[src/rtl/laq_pkg.sv]
// ----------------------------------------------------------------------------
// laq_pkg
// shared constants, codes and types for the linear array queue unit
// ----------------------------------------------------------------------------
package laq_pkg;

  localparam int DEPTH  = 8;
  localparam int IDX_W  = $clog2(DEPTH);
  localparam int DATA_W = 32;
  localparam int OP_W   = 3;
  localparam int STS_W  = 2;

  localparam logic [IDX_W-1:0] LAST_IDX = IDX_W'(DEPTH - 1);

  // operation codes
  localparam logic [OP_W-1:0] OP_ENQ  = 3'd0;
  localparam logic [OP_W-1:0] OP_DEQ  = 3'd1;
  localparam logic [OP_W-1:0] OP_PEEK = 3'd2;
  localparam logic [OP_W-1:0] OP_SHOW = 3'd3;
  localparam logic [OP_W-1:0] OP_STAT = 3'd4;

  // status codes
  localparam logic [STS_W-1:0] STS_OK    = 2'd0;
  localparam logic [STS_W-1:0] STS_FULL  = 2'd1;
  localparam logic [STS_W-1:0] STS_EMPTY = 2'd2;

  // request to the slot memory
  typedef struct packed {
    logic                     wr_en;
    logic [IDX_W-1:0]         wr_addr;
    logic signed [DATA_W-1:0] wr_data;
    logic                     rd_en;
    logic [IDX_W-1:0]         rd_addr;
  } ram_req_t;

endpackage

[src/rtl/linear_array_queue_unit.sv]
// ----------------------------------------------------------------------------
// linear_array_queue_unit
// Non-circular array queue of DEPTH signed words held in a synchronous slot
// memory. Each input transfer carries one operation (enqueue, dequeue, peek,
// display, status) and causes one or more output transfers, the final one
// marked by last; every result carries the empty and full flags as they stand
// after the operation. The queue reports full once the rear index reaches the
// last slot, even when dequeues have freed slots at the front, and dequeuing
// the final word resets both indices to zero. Timing: enqueue, status and any
// rejected operation finish in the cycle of the input transfer, so they can
// follow one another every cycle while the output side keeps up. Dequeue and
// peek pass through the read state because the head word comes out of the
// memory in the cycle after the read is issued. Display walks the memory
// read port one slot per cycle over the stored words, from front to rear.
// A result waiting in the output register stalls that walk and holds off new
// input transfers; the slot memory needs no clearing pass after reset.
// ----------------------------------------------------------------------------
module linear_array_queue_unit (
  input  logic                              clk,
  input  logic                              rst,
  // input channel
  input  logic                              in_valid,
  output logic                              in_stall,
  input  logic [laq_pkg::OP_W-1:0]          operation,
  input  logic signed [laq_pkg::DATA_W-1:0] value,
  // output channel
  output logic                              out_valid,
  input  logic                              out_stall,
  output logic [laq_pkg::STS_W-1:0]         status,
  output logic signed [laq_pkg::DATA_W-1:0] data,
  output logic                              data_valid,
  output logic                              is_empty,
  output logic                              is_full,
  output logic                              last
);
  import laq_pkg::*;

  // sequencer states
  localparam logic S_IDLE = 1'b0;  // ready for an input transfer
  localparam logic S_READ = 1'b1;  // memory read in flight or waiting to drain

  logic             state, state_next;
  logic [IDX_W-1:0] head, head_next;
  logic [IDX_W-1:0] tail, tail_next;
  logic             empty, empty_next;
  logic             walk, walk_next;      // display walk in progress
  logic [IDX_W-1:0] rd_idx, rd_idx_next;  // slot whose word is in rd_data

  ram_req_t                 ram_req;
  logic signed [DATA_W-1:0] rd_data;

  logic                     out_free;
  logic                     accept;
  logic                     full;
  logic                     load;
  logic [STS_W-1:0]         res_status;
  logic signed [DATA_W-1:0] res_data;
  logic                     res_dv;
  logic                     res_last;

  laq_ram u_ram (
    .clk     (clk),
    .req     (ram_req),
    .rd_data (rd_data)
  );

  // output register is free when empty or being taken this cycle
  assign out_free = !out_valid || !out_stall;
  assign in_stall = (state != S_IDLE) || !out_free;
  assign accept   = in_valid && !in_stall;
  assign full     = !empty && (tail == LAST_IDX);

  always_comb begin
    state_next  = state;
    head_next   = head;
    tail_next   = tail;
    empty_next  = empty;
    walk_next   = walk;
    rd_idx_next = rd_idx;
    ram_req     = '0;
    load        = 1'b0;
    res_status  = STS_OK;
    res_data    = '0;
    res_dv      = 1'b0;
    res_last    = 1'b1;

    case (state)
      S_IDLE: begin
        if (accept) begin
          case (operation)
            OP_ENQ: begin
              load = 1'b1;
              if (full) begin
                res_status = STS_FULL;
              end else begin
                if (empty) begin
                  // first word always lands in slot zero
                  head_next = '0;
                  tail_next = '0;
                end else begin
                  tail_next = tail + 1'b1;
                end
                empty_next      = 1'b0;
                ram_req.wr_en   = 1'b1;
                ram_req.wr_addr = tail_next;
                ram_req.wr_data = value;
                res_data        = value;
                res_dv          = 1'b1;
              end
            end
            OP_DEQ, OP_PEEK, OP_SHOW: begin
              if (empty) begin
                load       = 1'b1;
                res_status = STS_EMPTY;
              end else begin
                ram_req.rd_en   = 1'b1;
                ram_req.rd_addr = head;
                rd_idx_next     = head;
                walk_next       = (operation == OP_SHOW);
                state_next      = S_READ;
                if (operation == OP_DEQ) begin
                  if (head == tail) begin
                    // last word leaves: restart at slot zero
                    head_next  = '0;
                    tail_next  = '0;
                    empty_next = 1'b1;
                  end else begin
                    head_next = head + 1'b1;
                  end
                end
              end
            end
            default: begin
              // status query, unused codes act the same
              load = 1'b1;
            end
          endcase
        end
      end
      S_READ: begin
        if (out_free) begin
          load     = 1'b1;
          res_data = rd_data;
          res_dv   = 1'b1;
          res_last = !walk || (rd_idx == tail);
          if (res_last) begin
            state_next = S_IDLE;
            walk_next  = 1'b0;
          end else begin
            // fetch the next slot of the display walk
            rd_idx_next     = rd_idx + 1'b1;
            ram_req.rd_en   = 1'b1;
            ram_req.rd_addr = rd_idx_next;
          end
        end
      end
      default: begin
        state_next = S_IDLE;
      end
    endcase
  end

  // control state
  always_ff @(posedge clk) begin
    if (rst) begin
      state     <= S_IDLE;
      head      <= '0;
      tail      <= '0;
      empty     <= 1'b1;
      walk      <= 1'b0;
      out_valid <= 1'b0;
    end else begin
      state     <= state_next;
      head      <= head_next;
      tail      <= tail_next;
      empty     <= empty_next;
      walk      <= walk_next;
      out_valid <= load || (out_valid && out_stall);
    end
  end

  // payload registers, flags taken after the operation
  always_ff @(posedge clk) begin
    rd_idx <= rd_idx_next;
    if (load) begin
      status     <= res_status;
      data       <= res_data;
      data_valid <= res_dv;
      is_empty   <= empty_next;
      is_full    <= !empty_next && (tail_next == LAST_IDX);
      last       <= res_last;
    end
  end

endmodule

[src/rtl/laq_ram.sv]
// ----------------------------------------------------------------------------
// laq_ram
// slot memory: one write port, one read port, registered read data
// ----------------------------------------------------------------------------
module laq_ram (
  input  logic                              clk,
  input  laq_pkg::ram_req_t                 req,
  output logic signed [laq_pkg::DATA_W-1:0] rd_data
);
  import laq_pkg::*;

  logic signed [DATA_W-1:0] mem [DEPTH];

  always_ff @(posedge clk) begin
    if (req.wr_en) begin
      mem[req.wr_addr] <= req.wr_data;
    end
  end

  // read data holds until the next read
  always_ff @(posedge clk) begin
    if (req.rd_en) begin
      rd_data <= mem[req.rd_addr];
    end
  end

endmodule

[config.mk]
export PLATFORM = sky130hd
export DESIGN_NAME = linear_array_queue_unit
export DESIGN_NICKNAME = d
export VERILOG_FILES = /design/src/rtl/laq_pkg.sv /design/src/rtl/linear_array_queue_unit.sv /design/src/rtl/laq_ram.sv
export SDC_FILE = /design/constraint.sdc
export NUM_CORES = 1
export LEC_CHECK = 0
export ABC_AREA = 1
export BUFFER_PORTS_ARGS = -buffer_cell sky130_fd_sc_hd__buf_4
export CAP_MARGIN = 20
export CORE_MARGIN = 2
export CORE_UTILIZATION = 55
export DETAILED_ROUTE_END_ITERATION = 7
export GPL_TIMING_DRIVEN = 1
export PLACE_DENSITY = 0.73
export REMOVE_ABC_BUFFERS = 1
export SLEW_MARGIN = 30
export SYNTH_ARGS = -nofsm -noshare
export SYNTH_HDL_FRONTEND = slang
export SYNTH_SLANG_ARGS = --single-unit
export TNS_END_PERCENT = 30
[constraint.sdc]
create_clock -name clk -period 3.9 [get_ports clk]
set_clock_uncertainty 0.15 [all_clocks]
set_input_delay 0.39 -clock clk [delete_from_list [all_inputs] [get_ports clk]]
set_output_delay 0.39 -clock clk [all_outputs]
set_load 0.05 [all_outputs]
==> results.yml <==
status:
  status: "completed"
global_route:
  grt_pass1_vias: 9882
  grt.total_usage_pct: 23.4
  antenna_found_initial: 0
  grt_max_degree: 129
  grt_pass1_wl_mm: 52.5
  gr-total-overflow: 0
worst_setup_path:
  cp_top_family: "buffers and inverters"
  critical_path_class: "flip-flop to flip-flop"
  cp.depth: 8
  r2r_slack_ns: 1.01
  crit_arrival_ns: 2.93
  cp-end-kind: "flip-flop"
  path_cells: "ha_1 -> ha_1 -> inv_1 -> nor2_1 -> nor2_4 -> inv_2 -> buf_4 -> nor2_1"
  crit_path_max_incr_delay_ns: 0.52
  critPathSlowestCell: "buf_4"
  path_buf_inv: 3
  reg2reg_depth: 8
  setup.worst_path.start_class: "flip-flop"
  rr_startpoint: "tail[0]"
  r2r-end: "u_ram.mem[0][8]"
  critPathMaxFanout: 36
  cp.required_ns: 3.94
cts:
  h-tree-depth: 2
  cts.clk_slew.worst_paths_ns: 0.06
  ctsResizeCount: 0
  cts_buffers: 35
  clockBufferDepth: 3
  cts-root-buf: "clkbuf_16"
  clock_latency_ns: 0.51
  cts_setup_buffers: 0
  cts_num_sinks: 339
  cts_tree: "yes"
synthesis:
  synth_seq_cells: 339
  ys_seq_area_share_pct: 66.8
  synth.area.top_cells: "edfxtp_1 65%, nand2_1 9.1%, nand3_1 8.7%"
  avgSynthCellArea_um2: 10.1
  synth_edf_count: 329
  yosysWarnings: 0
  synth_top_cell_by_area: "edfxtp_1"
  synth_area_mm2: 0.0151
  syn_inst: 1494
  synth_top_area_share_pct: 65.5
  synth-main-ff-cell: "edfxtp_1"
  netlist-cell-type-count: 31
  async_reset_ff_share_pct: 0
drt:
  dr_total_vias: 10300
  routed_wl_mm: 33.1
  vias_per_cell: 5.32
  drt_iter0_markers: 933
  avgRoutedWirePerCell_um: 17.2
  drcViolationCount: 0
  dr.pass1.iters: 6
  antenna_left: 0
sta:
  period_needed_ns: 2.89
  min_period_over_period_pct: 74.1
  max-slew-margin-rel_pct: 41.9
  finalSetupViolCount: 0
  slew_violations: 0
  setup_ws_ns: 1.01
  max_slew.worst_pin.slew_ns: 0.871
  rsz0062_at_grt: "false"
  max_clock_freq_mhz: 346
  hold_viol: 0
worst_hold_path:
  hold_start: "operation[0]"
  hp-class: "input pin to flip-flop"
  hold_end: "walk"
  hold_depth: 3
floorplanning:
  floorplan.initialDensity_pct: 56.0
  chipHeight_um: 170
  rows: 60
  die_w_um: 170
  dieArea_mm2: 0.0288
  core_area_mm2: 0.0270
  ios: 79
cells_and_area:
  post-route-util_pct: 64.1
  diodes: 0
  final_cell_mix: "361 x nand2_1, 329 x edfxtp_1, 314 x inv_1"
  layout-area-overhead-vs-synth_pct: 14.4
  fin_cells: 1927
  drive_gt1_share_pct: 11.4
  layout.nets: 1604
  layout_commonest_cell: "nand2_1"
flow_run:
  maxCapViolations: 0
placed_design:
  dp_hpwl_mm: 18.5
  gp_congestion: 0.887
  dp_cells: 1864
  port_buffers: 78
  dp_slack_ns: 0.881
power_and_ir_drop:
  power_density_mw_per_mm2: 444
  p_leak_nw: 7.67
  ir_worst_vdd_mv: 0.312
==> metrics by stage <==
| step | hold WS [ns] | area (um2) | total power, mW | setup TNS [ns] |
|---|---|---|---|---|
| 2_1_floorplan | 0.309 | 14700 | 4.22 | -134.97 |
| 3_3_place_gp | 0.364 | 16100 | 4.33 | 0 |
| 3_5_place_dp | 0.371 | 16100 | 4.33 | 0 |
| 4_1_cts | 0.0570 | 17300 | 7.70 | 0 |
| 5_1_grt | 0.0644 | 17300 | 7.85 | 0 |
| 6_report | 0.0651 | 17300 | 7.67 | 0 |
==> what timing repair did <==
action,CTS,global route
hold buffers,1,0
hold endpoints to repair,4,0
endpoints found under the setup margin,0,0
==> tightest hold or removal path: cells and delay by family <==
kind	cells	cell delay (ns)
AO/OA/AOI/OAI	1	0.07
buffers and inverters	1	0.12
AND/OR/NAND/NOR	1	0.09
==> cells in the mapped netlist (2+ instances only) <==
library cell  count
xor2_1            3
nand3_1         263
nor3_1            2
nor2_2            4
ha_1              4
buf_2            50
edfxtp_1        329
nor2_1           55
nand2_1         365
a211oi_1          2
inv_1           314
o21ai_0          40
nor2_4            3
a31oi_1           2
buf_4            16
nand4_1           5
clkbuf_1          6
xnor2_1           2
a21oi_1           3
dfxtp_1          10
inv_2             6
==> registers in the layout, indices dropped and copies added, names as in the netlist <==
register / flops
last: 1
walk: 1
out_valid: 1
status: 2
empty: 1
u_ram.mem: 256
data: 32
data_valid: 1
is_empty: 1
rd_idx: 3
is_full: 1
head: 3
state: 1
u_ram.rd_data: 32
tail: 3
==> worst max-delay path by stage <==
stage | startpoint | slack (ns) | endpoint
6_report | tail[0] | 1.01 | u_ram.mem[0][8]
5_1_grt | state | 0.80 | u_ram.rd_data[30]
4_1_cts | state | 1.0 | u_ram.mem[5][22]
3_5_place_dp | out_stall | 0.88 | u_ram.mem[5][22]
3_3_place_gp | out_stall | 0.95 | data[10]
2_1_floorplan | out_valid | -4.22 | u_ram.rd_data[0]
==> final cells by class <==
type,instances,area [um2]
multi-input cells,762,3500
clock buffers,44,952
flip-flops and latches,339,10100
well taps,341,427
clock inverters,18,214
inverters,321,1210
repair buffers,102,881
fillers,2039,9690
==> report_power, final <==
group,switching [mW],leakage (nW),internal (mW)
combinational,0.182,3.92,0.0744
sequential,0.0115,3.18,3.99
clock,1.35,0.566,2.06
==> kinds of logic after synthesis <==
| group | Yosys count | synth area share, % |
|---|---|---|
| flops | 339 | 66.8 |
| compound gates | 51 | 1.86 |
| buf+inv | 393 | 10.6 |
| fa+ha+maj | 4 | 0.332 |
| xor+xnor | 5 | 0.290 |
| simple gates | 702 | 20.1 |
==> routing by layer <==
metal,vias up,track usage (%),wire (um)
li1,4941,-,-
met1,4852,32.7,14300
met2,397,39.3,15900
met3,62,3.29,2260
met4,0,5.76,611
met5,-,0,0
(Power assumes the default switching activity.)
